### src/rtl/core/cpcq_pkg.sv
// Shared types and opcodes for the class priority command queue.
package cpcq_pkg;

	localparam logic [2:0] OP_ENQ_NORMAL = 3'd0;
	localparam logic [2:0] OP_ENQ_SAFETY = 3'd1;
	localparam logic [2:0] OP_ENQ_FOLLOW = 3'd2;
	localparam logic [2:0] OP_POP        = 3'd3;
	localparam logic [2:0] OP_CANCEL     = 3'd4;

	typedef struct packed {
		logic [7:0]  op;
		logic [63:0] value;
		logic [11:0] key;
		logic        rd;
	} entry_t;

	typedef enum logic [3:0] {
		ST_IDLE,
		ST_SCAN,
		ST_SCAN_CHK,
		ST_DEC,
		ST_SHIFT,
		ST_SHIFT_WR,
		ST_INS,
		ST_INS_WR,
		ST_CAN,
		ST_CAN_CHK,
		ST_POP,
		ST_POP_CHK,
		ST_DONE
	} state_t;

endpackage

### src/rtl/core/cpcq_ram.sv
// Synchronous single-port-write, single-port-read entry memory.
module cpcq_ram #(
	parameter int DEPTH = 16,
	parameter int AW    = 4
) (
	input  logic            clk,
	input  logic            we,
	input  logic [AW-1:0]   waddr,
	input  cpcq_pkg::entry_t wdata,
	input  logic [AW-1:0]   raddr,
	output cpcq_pkg::entry_t rdata
);

	cpcq_pkg::entry_t mem [DEPTH];

	always_ff @(posedge clk) begin
		if (we) begin
			mem[waddr] <= wdata;
		end
		rdata <= mem[raddr];
	end

endmodule

### src/rtl/core/class_priority_command_queue.sv
// Top level of the class priority command queue with dedup.
//
// Items enter on the valid/ready input channel: opcode, command fields, dedup key and
// read flag. Every item yields exactly one result beat on the output channel with the
// acceptance flag, the popped entry, the entry count and the overflow total.
// Entries live in one synchronous memory; a sequencer scans, shifts and writes it.
// Scanning an entry takes a read and a compare state; moving an entry takes a read and a
// write state. An enqueue scans the queued entries for its key until a match, moves each
// entry between its slot and the tail up by one and stores itself; at the tail none are
// moved, and when full it is rejected and counted as an overflow. A key match first
// removes the match and moves the entries behind it down to close the gap. A pop
// removes the head and closes the gap; on an empty queue it goes straight to the result,
// as do unused opcodes. A cancel examines entries, closing the gap at each one it removes.
// The result beat is offered the cycle after the work ends and held until taken.
// One item is worked at a time; ready is high only while the sequencer is idle, so it
// returns the cycle after the result beat is taken, and a stalled receiver blocks input.
// Reset clears the counts and the overflow total; memory contents are not cleared.
module class_priority_command_queue #(
	parameter int QUEUE_DEPTH = 16
) (
	input  logic        clk,
	input  logic        arst_n,
	input  logic        in_valid,
	output logic        in_ready,
	input  logic [2:0]  opcode,
	input  logic [7:0]  command_op,
	input  logic [63:0] command_value,
	input  logic [11:0] dedup_key,
	input  logic        is_read,
	output logic        out_valid,
	input  logic        out_ready,
	output logic        accepted,
	output logic [7:0]  popped_op,
	output logic [63:0] popped_value,
	output logic        popped_is_read,
	output logic [4:0]  entry_count,
	output logic [31:0] overflow_total
);

	localparam int AW = (QUEUE_DEPTH > 1) ? $clog2(QUEUE_DEPTH) : 1;
	localparam int CW = $clog2(QUEUE_DEPTH + 1);
	localparam logic [CW-1:0] DEPTH_C = CW'(QUEUE_DEPTH);

	cpcq_pkg::state_t state_q, state_d;

	logic [CW-1:0] used_q, safe_q, foll_q, idx_q, pos_q;
	logic [31:0]   ovf_q;
	logic [2:0]    opc_q;
	cpcq_pkg::entry_t new_q, rdata, wdata;
	logic          we;
	logic [AW-1:0] waddr, raddr;
	logic          ok_q;

	cpcq_ram #(.DEPTH(QUEUE_DEPTH), .AW(AW)) u_ram (
		.clk(clk), .we(we), .waddr(waddr), .wdata(wdata), .raddr(raddr), .rdata(rdata)
	);

	logic [CW-1:0] ins_pos;
	always_comb begin
		if (opc_q == cpcq_pkg::OP_ENQ_SAFETY) begin
			ins_pos = safe_q;
		end else if (opc_q == cpcq_pkg::OP_ENQ_FOLLOW) begin
			ins_pos = safe_q + foll_q;
		end else begin
			ins_pos = used_q;
		end
		if (ins_pos > used_q) begin
			ins_pos = used_q;
		end
	end

	// Next state.
	always_comb begin
		state_d = state_q;
		case (state_q)
			cpcq_pkg::ST_IDLE: begin
				if (in_valid) begin
					case (opcode)
						cpcq_pkg::OP_ENQ_NORMAL, cpcq_pkg::OP_ENQ_SAFETY,
						cpcq_pkg::OP_ENQ_FOLLOW: state_d = cpcq_pkg::ST_SCAN;
						cpcq_pkg::OP_POP:        state_d = cpcq_pkg::ST_POP;
						cpcq_pkg::OP_CANCEL:     state_d = cpcq_pkg::ST_CAN;
						default:                 state_d = cpcq_pkg::ST_DONE;
					endcase
				end
			end
			cpcq_pkg::ST_SCAN:
				state_d = (idx_q < used_q) ? cpcq_pkg::ST_SCAN_CHK : cpcq_pkg::ST_INS;
			cpcq_pkg::ST_SCAN_CHK:
				state_d = (rdata.key == new_q.key) ? cpcq_pkg::ST_DEC : cpcq_pkg::ST_SCAN;
			cpcq_pkg::ST_DEC:      state_d = cpcq_pkg::ST_SHIFT;
			cpcq_pkg::ST_SHIFT: begin
				// Close the gap at idx_q by pulling idx_q+1 down.
				if (idx_q < used_q) begin
					state_d = cpcq_pkg::ST_SHIFT_WR;
				end else begin
					state_d = (opc_q == cpcq_pkg::OP_CANCEL) ? cpcq_pkg::ST_CAN
						: (opc_q == cpcq_pkg::OP_POP) ? cpcq_pkg::ST_DONE
						: cpcq_pkg::ST_INS;
				end
			end
			cpcq_pkg::ST_SHIFT_WR: state_d = cpcq_pkg::ST_SHIFT;
			cpcq_pkg::ST_INS: begin
				if (used_q >= DEPTH_C || idx_q <= ins_pos) begin
					state_d = cpcq_pkg::ST_DONE;
				end else begin
					state_d = cpcq_pkg::ST_INS_WR;
				end
			end
			cpcq_pkg::ST_INS_WR:   state_d = cpcq_pkg::ST_INS;
			cpcq_pkg::ST_CAN:
				state_d = (pos_q < used_q) ? cpcq_pkg::ST_CAN_CHK : cpcq_pkg::ST_DONE;
			cpcq_pkg::ST_CAN_CHK:
				state_d = rdata.rd ? cpcq_pkg::ST_CAN : cpcq_pkg::ST_DEC;
			cpcq_pkg::ST_POP:
				state_d = (used_q != '0) ? cpcq_pkg::ST_POP_CHK : cpcq_pkg::ST_DONE;
			cpcq_pkg::ST_POP_CHK:  state_d = cpcq_pkg::ST_DEC;
			cpcq_pkg::ST_DONE:     if (out_ready) state_d = cpcq_pkg::ST_IDLE;
			default:               state_d = cpcq_pkg::ST_IDLE;
		endcase
	end

	// Memory access and handshake outputs.
	always_comb begin
		in_ready  = (state_q == cpcq_pkg::ST_IDLE);
		out_valid = (state_q == cpcq_pkg::ST_DONE);
		we    = 1'b0;
		waddr = idx_q[AW-1:0];
		wdata = rdata;
		raddr = idx_q[AW-1:0];
		case (state_q)
			cpcq_pkg::ST_SHIFT:    raddr = AW'(idx_q + 1'b1);
			cpcq_pkg::ST_SHIFT_WR: we = 1'b1;
			cpcq_pkg::ST_INS_WR:   we = 1'b1;
			cpcq_pkg::ST_CAN:      raddr = pos_q[AW-1:0];
			cpcq_pkg::ST_POP:      raddr = '0;
			cpcq_pkg::ST_INS: begin
				// idx_q walks down from used_q; each step moves one entry up.
				if (used_q < DEPTH_C) begin
					if (idx_q > ins_pos) begin
						raddr = AW'(idx_q - 1'b1);
					end else begin
						we    = 1'b1;
						wdata = new_q;
					end
				end
			end
			default: ;
		endcase
	end

	always_ff @(posedge clk or negedge arst_n) begin
		if (!arst_n) begin
			state_q        <= cpcq_pkg::ST_IDLE;
			used_q         <= '0;
			safe_q         <= '0;
			foll_q         <= '0;
			ovf_q          <= '0;
			idx_q          <= '0;
			pos_q          <= '0;
			ok_q           <= 1'b0;
			popped_op      <= '0;
			popped_value   <= '0;
			popped_is_read <= 1'b0;
		end else begin
			state_q <= state_d;
			case (state_q)
				cpcq_pkg::ST_IDLE: begin
					if (in_valid) begin
						idx_q          <= '0;
						pos_q          <= '0;
						ok_q           <= 1'b0;
						popped_op      <= '0;
						popped_value   <= '0;
						popped_is_read <= 1'b0;
					end
				end
				cpcq_pkg::ST_SCAN_CHK: begin
					if (rdata.key != new_q.key) begin
						idx_q <= idx_q + 1'b1;
					end
				end
				cpcq_pkg::ST_DEC: begin
					if (idx_q < safe_q) begin
						safe_q <= safe_q - 1'b1;
					end else if (idx_q < safe_q + foll_q) begin
						foll_q <= foll_q - 1'b1;
					end
					used_q <= used_q - 1'b1;
				end
				cpcq_pkg::ST_SHIFT_WR: idx_q <= idx_q + 1'b1;
				cpcq_pkg::ST_INS: begin
					if (used_q >= DEPTH_C) begin
						if (ovf_q != '1) begin
							ovf_q <= ovf_q + 1'b1;
						end
					end else if (idx_q <= ins_pos) begin
						ok_q   <= 1'b1;
						used_q <= used_q + 1'b1;
						if (opc_q == cpcq_pkg::OP_ENQ_SAFETY) begin
							safe_q <= safe_q + 1'b1;
						end else if (opc_q == cpcq_pkg::OP_ENQ_FOLLOW) begin
							foll_q <= foll_q + 1'b1;
						end
					end
				end
				cpcq_pkg::ST_INS_WR:   idx_q <= idx_q - 1'b1;
				cpcq_pkg::ST_CAN_CHK: begin
					if (rdata.rd) begin
						pos_q <= pos_q + 1'b1;
					end else begin
						idx_q <= pos_q;
					end
				end
				cpcq_pkg::ST_POP_CHK: begin
					ok_q           <= 1'b1;
					popped_op      <= rdata.op;
					popped_value   <= rdata.value;
					popped_is_read <= rdata.rd;
					idx_q          <= '0;
				end
				default: ;
			endcase
		end
	end

	always_ff @(posedge clk) begin
		if (state_q == cpcq_pkg::ST_IDLE && in_valid) begin
			opc_q <= opcode;
			new_q <= '{op: command_op, value: command_value, key: dedup_key, rd: is_read};
		end
	end

	assign accepted       = ok_q;
	assign entry_count    = 5'(used_q);
	assign overflow_total = ovf_q;

endmodule
### config.mk
export PLATFORM = sky130hd
export DESIGN_NAME = class_priority_command_queue
export DESIGN_NICKNAME = d
export VERILOG_FILES = /design/src/rtl/core/cpcq_pkg.sv /design/src/rtl/core/cpcq_ram.sv /design/src/rtl/core/class_priority_command_queue.sv
export SDC_FILE = /design/constraint.sdc
export NUM_CORES = 2
export LEC_CHECK = 0
export BUFFER_PORTS_ARGS = -buffer_cell sky130_fd_sc_hd__buf_2
export CAP_MARGIN = 20
export CORE_ASPECT_RATIO = 0.75
export CORE_MARGIN = 3
export CORE_UTILIZATION = 35
export CTS_BUF_LIST = sky130_fd_sc_hd__clkbuf_16
export CTS_CLUSTER_DIAMETER = 120
export CTS_CLUSTER_SIZE = 20
export DETAILED_ROUTE_END_ITERATION = 8
export GPL_TIMING_DRIVEN = 0
export MAX_ROUTING_LAYER = met4
export PLACE_DENSITY_LB_ADDON = 0.15
export SETUP_SLACK_MARGIN = 0.02
export SYNTH_ARGS = -nofsm -noshare
export SYNTH_HDL_FRONTEND = slang
export SYNTH_SLANG_ARGS = --single-unit
export TNS_END_PERCENT = 5
### constraint.sdc
create_clock -name clk -period 10.65 [get_ports clk]
set_clock_uncertainty 0.2 [all_clocks]
set_input_delay 0.5325 -clock clk [delete_from_list [all_inputs] [get_ports clk]]
set_output_delay 0.5325 -clock clk [all_outputs]
set_load 0.01 [all_outputs]
-- Word-level counts from Yosys, hierarchy flattened
Memories as Yosys holds them, arrays and structs flattened. A register that Yosys moved wholly into a read port is not among the register bits.
Index checks and enable logic that the tools add are counted.
- bits in registers: 223
- bits in writable memories: 1360
- input port bits: 92
- memories: 1
- add/subtract/negate cells: 11
- order comparisons: 9
- equal/unequal tests: 36
- muxes and demuxes: 57
- reductions and logical operators: 22
- memories (memory ; depth ; bits a word ; rd ports ; clocked after memory_dff ; wr ports ; line ; text):
    u_ram.mem ; 16 ; 85 ; 1 ; 1 ; 1 ; cpcq_ram.sv:14 ; cpcq_pkg::entry_t mem [DEPTH];
- operator list (kind ; count):
    two-way mux 85 bit ; 3
    case mux 64 bit (2 select lines) ; 1
    two-way mux 5 bit ; 19
    two-way mux 64 bit ; 1
    case mux 4 bit (12 select lines) ; 1
    case mux 5 bit (2 select lines) ; 4
    two-way mux 4 bit ; 9
    adder 32 x 1 -> 32 bit, second input constant ; 1
    inequality test 32 bit, second input constant ; 1
    case mux 5 bit (6 select lines) ; 1
    adder 5 x 1 -> 5 bit, second input constant ; 5
    inequality test 2 bit, second input constant ; 11
    == test 4 bit, second input constant ; 5
    < comparator 5 bit ; 4
    subtractor 5 x 1 -> 5 bit, second input constant ; 4
    == test 4 x 3 -> 1 bit, second input constant ; 4
    case mux 4 bit (4 select lines) ; 1
    case mux 8 bit (2 select lines) ; 1
    == test 12 bit ; 1
    == test 3 x 2 -> 1 bit, second input constant ; 4
    inequality test 12 bit ; 1
    case mux 4 bit (3 select lines) ; 1
    greater-than comparator 5 bit ; 2
    two-way mux 3 bit ; 3
    other kinds (29) ; 47

-- Logic depth before layout (Yosys ltp)
- word-level depth: 11
- gate-level depth with buffers: 29
- gate-level depth less buffers: 25

-- Cells and area by module
Synthesis repeated with hierarchy kept, for this count alone.
- cell total of the unflattened synthesis: 3196
- area, all modules: 63897.5 sq um
- by module, submodules not included (module ; times used ; cells an instance ; area an instance (sq um) ; sequential area each (sq um)):
    cpcq_ram ; 1 ; 2180 ; 52531.6 ; 42540.8
    class_priority_command_queue ; 1 ; 1016 ; 11365.9 ; 6020.8

-- Worst setup path before layout
No wires, ideal clock.
- kind: register to register
- start: register safe_q[0]
- end: memory u_ram.mem[15][0] (netlist bit) (enable)
- setup time: 529 ps
- arrival: 7663 ps
- slack: 2258 ps
- cell stages (with the launch flop): 23
- buffers on the path: 0
- path through: dfrtp_1 -> ha_1 -> fa_1 -> a21o_1 -> a21oi_1 -> xnor2_1 -> nand3_1 -> a21boi_0 -> a21oi_1 -> a21oi_1 -> ha_1 -> nand3_1 -> nor2_1 -> a211oi_1 -> nor2_1 -> mux2i_1 -> ha_1 -> o21ai_0 -> a21oi_1 -> o21ai_1 -> nand3_1 -> a21boi_0 -> nor2_1
- cells in the longest elaborated chain, start to end: 11
- ends and longest elaborated chain (item ; line ; text):
    start, declared ; class_priority_command_queue.sv:46 ; logic [CW-1:0] used_q, safe_q, foll_q, idx_q, pos_q;
    start signal, assigned ; class_priority_command_queue.sv:185 ; safe_q <= safe_q - 1'b1;
    start signal, assigned ; class_priority_command_queue.sv:201 ; safe_q <= safe_q + 1'b1;
    adder 5 bit ; class_priority_command_queue.sv:63 ; ins_pos = safe_q + foll_q;
    two-way mux 5 bit ; class_priority_command_queue.sv:62 ; end else if (opc_q == cpcq_pkg::OP_ENQ_FOLLOW) begin
    two-way mux 5 bit (*) ; class_priority_command_queue.sv:60 ; if (opc_q == cpcq_pkg::OP_ENQ_SAFETY) begin
    greater-than comparator 5 bit ; class_priority_command_queue.sv:67 ; if (ins_pos > used_q) begin
    two-way mux 5 bit (*) ; class_priority_command_queue.sv:67 ;
    greater-than comparator 5 bit (*) ; class_priority_command_queue.sv:140 ; if (idx_q > ins_pos) begin
    two-way mux 1 bit (*) ; class_priority_command_queue.sv:140 ;
    two-way mux 1 bit (*) ; class_priority_command_queue.sv:139 ; if (used_q < DEPTH_C) begin
    case mux 1 bit (2 select lines) (*) ; class_priority_command_queue.sv:131 ; case (state_q)
    two-way mux 1 bit (*) ; cpcq_ram.sv:17 ; if (we) begin
    two-way mux 1 bit (not written as such) (*) ; cpcq_ram.sv:18 ; mem[waddr] <= wdata;
    end, declared ; cpcq_ram.sv:14 ;
Every way passes the cells marked *; elsewhere a longest branch is shown, timed or not.

-- Worst setup path after layout
- start: register safe_q[0]
- end: register, netlist name u_ram.rdata[40]
- cells in the longest elaborated chain, start to end: 9
- ends and longest elaborated chain (item ; line):
    adder 5 bit ; class_priority_command_queue.sv:63
    two-way mux 5 bit ; class_priority_command_queue.sv:62
    two-way mux 5 bit (*) ; class_priority_command_queue.sv:60
    greater-than comparator 5 bit ; class_priority_command_queue.sv:67
    two-way mux 5 bit (*) ; class_priority_command_queue.sv:67
    greater-than comparator 5 bit (*) ; class_priority_command_queue.sv:140
    two-way mux 4 bit (*) ; class_priority_command_queue.sv:140
    two-way mux 4 bit (*) ; class_priority_command_queue.sv:139
    case mux 4 bit (4 select lines) (*) ; class_priority_command_queue.sv:131
Marks and branches as above.
A chain may end at the register's enable or synchronous reset.

==> qor.yml <==
clock_network:
  cts_buffer_depth: 3
  htree_levels: 3
  clk_latency_ns: 0.78
  cts_tree: "built"
  cts_resized: 0
  numCtsBuffers: 95
  cts.sinks: 1668
  clkTransAtPathRegs_ns: 0.09
  cts_root_buf: "clkbuf_16"
route:
  vias_per_cell: 5.29
  drt_iter0_markers: 3773
  drc_errors: 0
  detail_route.wl_per_cell_um: 26.8
  ant_nets: 0
  vias: 37896
  wl_mm: 192
  drt_pass1_iterations: 7
cells_and_area:
  num-nets-final: 4741
  stdcell_area_um2: 74100
  final_core_util: 0.402
  n_fill_cell: 16946
  area_growth_pct: 13.6
  drive_above_1_share: 0.139
  final_cells: 7168
  multiInputGateArea_um2: 15500
  seqCellArea_um2: 48600
pwr:
  p_per_area_nw_per_um2: 270
  p_switching_mw: 7.59
  pwr-share-comb: 0.366
  clockPowerShare: 0.192
  intPower_mw: 12.4
  irDropWorstVdd_v: 0.000140
  cellLeakagePower_nw: 26.0
  p_seq_frac: 0.442
  swShare: 0.379
setup_path:
  r2r_slack_ns: 2.47
  cp-start-kind: "flop"
  worstReg2RegStart: "safe_q[0]"
  rr_worst_depth: 27
  endpoint_kind: "flop"
  r2r_end: "u_ram.rdata[40]"
  path_max_fanout: 10
  worstSetupPathType: "flop to flop"
  cp_data_arrival_time_ns: 8.66
  required_ns: 11.13
timing:
  max-slew-margin-rel: 0.248
  setup_violations: 0
  rsz0062_at_grt: "no"
  layout_min_cycle_time_ns: 8.18
  worstMarginPinSlew_ns: 1.13
  min_period_over_period: 0.768
  hold_viol: 0
  slew_violations: 0
  max_clock_freq_mhz: 122
  setup_tns_ns: 0
flow_run:
  max_cap_viol_count: 0
synth:
  syn_nets: 4311
  synthArstFlopShare: 0.0809
  ys_seq_area_frac: 0.744
  synth_warnings: 0
  syn_area_um2: 65300
  ys_ff_latch: 1668
  synth-edff-count: 1448
  ys.flop_type: "edfxtp_1"
  yosysUniqueCellTypes: 64
  syn_avg_cell_area_um2: 15.7
  syn_inst: 4169
place:
  placed_area_um2: 70400
  port_buffers: 204
  hpwl_mm: 121
  dp.cells: 6896
  gp_congestion: 0.825
global_route:
  grt_overflow: 0
  grt_max_degree: 79
  grt_pass1_vias: 37176
  antenna_found_initial: 12
  grt_use_total: 0.201
  grt_pass1_wl_mm: 274
die:
  start_util: 0.354
  fp.dieW_um: 505
  io_pins: 205
  row_count: 136
  die_h_um: 380
  dieArea_um2: 192000
  core_um2: 184000
hold_path:
  hp-class: "input pin to asynchronous set/reset pin"
outcome:
  outcome: "completed"
[worst max path at each step]
stage / start / end / slack (ns)
after floorplan: safe_q[0] / u_ram.mem[15][0] / 2.26
after global placement: safe_q[0] / u_ram.mem[15][73] / -3.94
after detailed placement: safe_q[0] / u_ram.rdata[40] / 2.63
after CTS: safe_q[0] / u_ram.rdata[40] / 2.56
after global routing: safe_q[0] / u_ram.rdata[40] / 1.93
final: safe_q[0] / u_ram.rdata[40] / 2.47
[power groups by stage]
stage          registers [mW]  clock network [mW]  logic, mW
2_1_floorplan            8.95                   0       4.31
3_3_place_gp             9.04                   0       7.20
3_5_place_dp             9.00                   0       7.32
4_1_cts                  8.86                3.96       7.38
5_1_grt                  8.91                4.18       7.92
6_report                 8.85                3.85       7.34
[kinds of logic (layout without fill, tap and decap cells)]
logic type	count (synthesis)	count (layout)	share of synthesized area
DFF	1668	1668	0.744
and+or+nand+nor	1124	1124	0.0805
muxes	521	521	0.0833
AOI/OAI and AO/OA	463	463	0.0538
buffers and inverters	276	786	0.0192
xor gates and xnor gates	67	67	0.00899
adders and majority gates	50	50	0.0100
other	0	5	0
[per-layer routing]
| layer | share of wire | up-vias | wire (um) | GRT usage |
|---|---|---|---|---|
| li1 | - | 16909 | - | - |
| met3 | 0.056 | 213 | 10800 | 0.0292 |
| met1 | 0.48 | 19617 | 92400 | 0.298 |
| met5 | 0 | - | 0 | - |
| met2 | 0.44 | 1157 | 84200 | 0.292 |
| met4 | 0.023 | 0 | 4500 | 0.0471 |
[stage by stage]
stage	setup WS [ns]	hold slack, ns	power, mW
after floorplan	2.26	0.0369	13.3
after global placement	-3.94	0.242	16.2
after detailed placement	2.63	0.247	16.3
after CTS	2.56	0.0551	20.2
after global routing	1.93	0.104	21.0
final	2.47	0.107	20.0
[Yosys cell counts, types with 4 or more instances]
master | number | area share
fa_1 | 4 | 0.0012
ha_1 | 46 | 0.0088
o21ai_0 | 95 | 0.0073
clkbuf_1 | 138 | 0.0079
and2_1 | 17 | 0.0016
nor4_1 | 90 | 0.0086
dfxtp_1 | 85 | 0.026
o21a_1 | 4 | 0.00046
xor2_1 | 23 | 0.0031
mux2_2 | 177 | 0.031
xnor2_1 | 44 | 0.0059
nand3_1 | 110 | 0.0084
buf_1 | 19 | 0.0011
and4_1 | 88 | 0.012
a21o_1 | 23 | 0.0026
nand2_1 | 696 | 0.040
buf_6 | 14 | 0.0024
nand2b_1 | 10 | 0.00096
or3_1 | 4 | 0.00038
o211ai_1 | 7 | 0.00081
dfrtp_1 | 135 | 0.052
inv_1 | 24 | 0.0014
and3_1 | 8 | 0.00077
a21boi_0 | 4 | 0.00046
nor2_1 | 49 | 0.0028
buf_4 | 6 | 0.00069
a31oi_1 | 7 | 0.00067
a32oi_1 | 172 | 0.023
nor3_1 | 18 | 0.0014
edfxtp_1 | 1448 | 0.67
a21oi_1 | 36 | 0.0028
buf_2 | 73 | 0.0056
nor2b_1 | 8 | 0.00077
nand4_1 | 15 | 0.0014
mux2i_1 | 344 | 0.053
a221oi_1 | 88 | 0.012
[cells in the final DEF, fill, tap and decap left out, types with 95 or more instances in the layout]
| cell | count |
|---|---|
| edfxtp_1 | 1448 |
| nand2_1 | 696 |
| mux2i_1 | 344 |
| buf_2 | 277 |
| mux2_2 | 177 |
| a32oi_1 | 172 |
| dfrtp_1 | 135 |
| clkbuf_1 | 134 |
| nand3_1 | 110 |
| o21ai_0 | 95 |
| clkbuf_16 | 95 |
[what timing repair did]
item | CTS | global route
hold buffers | 90 | 0
hold endpoints to repair | 148 | 0
setup buffers | 0 | 0
[final cells by class]
| cell class | count | area share |
|---|---|---|
| Tap cell | 2484 | 0.0419 |
| Inverter | 26 | 0.00132 |
| Clock inverter | 82 | 0.00559 |
| Sequential cell | 1668 | 0.655 |
| Clock buffer | 95 | 0.0321 |
| Multi-Input combinational cell | 2225 | 0.209 |
| Antenna cell | 5 | 0.000169 |
| Timing Repair Buffer | 333 | 0.0388 |
| Buffer | 250 | 0.0157 |
[worst max-delay path: stages, from the launching register on]
cell and delay, ns:
dfrtp_1 0.49, ha_1 0.27, fa_1 0.40, a21o_1 0.17, a21oi_1 0.17, xnor2_1 0.12, nand3_1 0.10, a21boi_0 0.18
a21oi_1 0.09, a21oi_1 0.26, ha_1 0.30, nand3_1 0.11, nor2_1 0.06, a211oi_1 0.33, nor2_1 0.20, mux2i_1 0.16
ha_1 0.30, o21ai_0 0.17, a21oi_1 0.12, o21ai_0 0.55, nor2_1 0.19, o32ai_2 0.45, buf_2 0.43, buf_2 0.54
clkbuf_1 0.53, nor4_1 0.12, a221oi_1 0.75, and4_1 0.31
[flip-flops by register name, summed over array words and instances, names as in the netlist, 4 cells and up]
register,cells
u_ram.mem,1360
new_q,85
u_ram.rdata,85
popped_value,64
overflow_total,32
popped_op,8
entry_count,5
foll_q,5
idx_q,5
pos_q,5
safe_q,5
state_q,4
No activity file was read; power rests on OpenSTA's default activity.
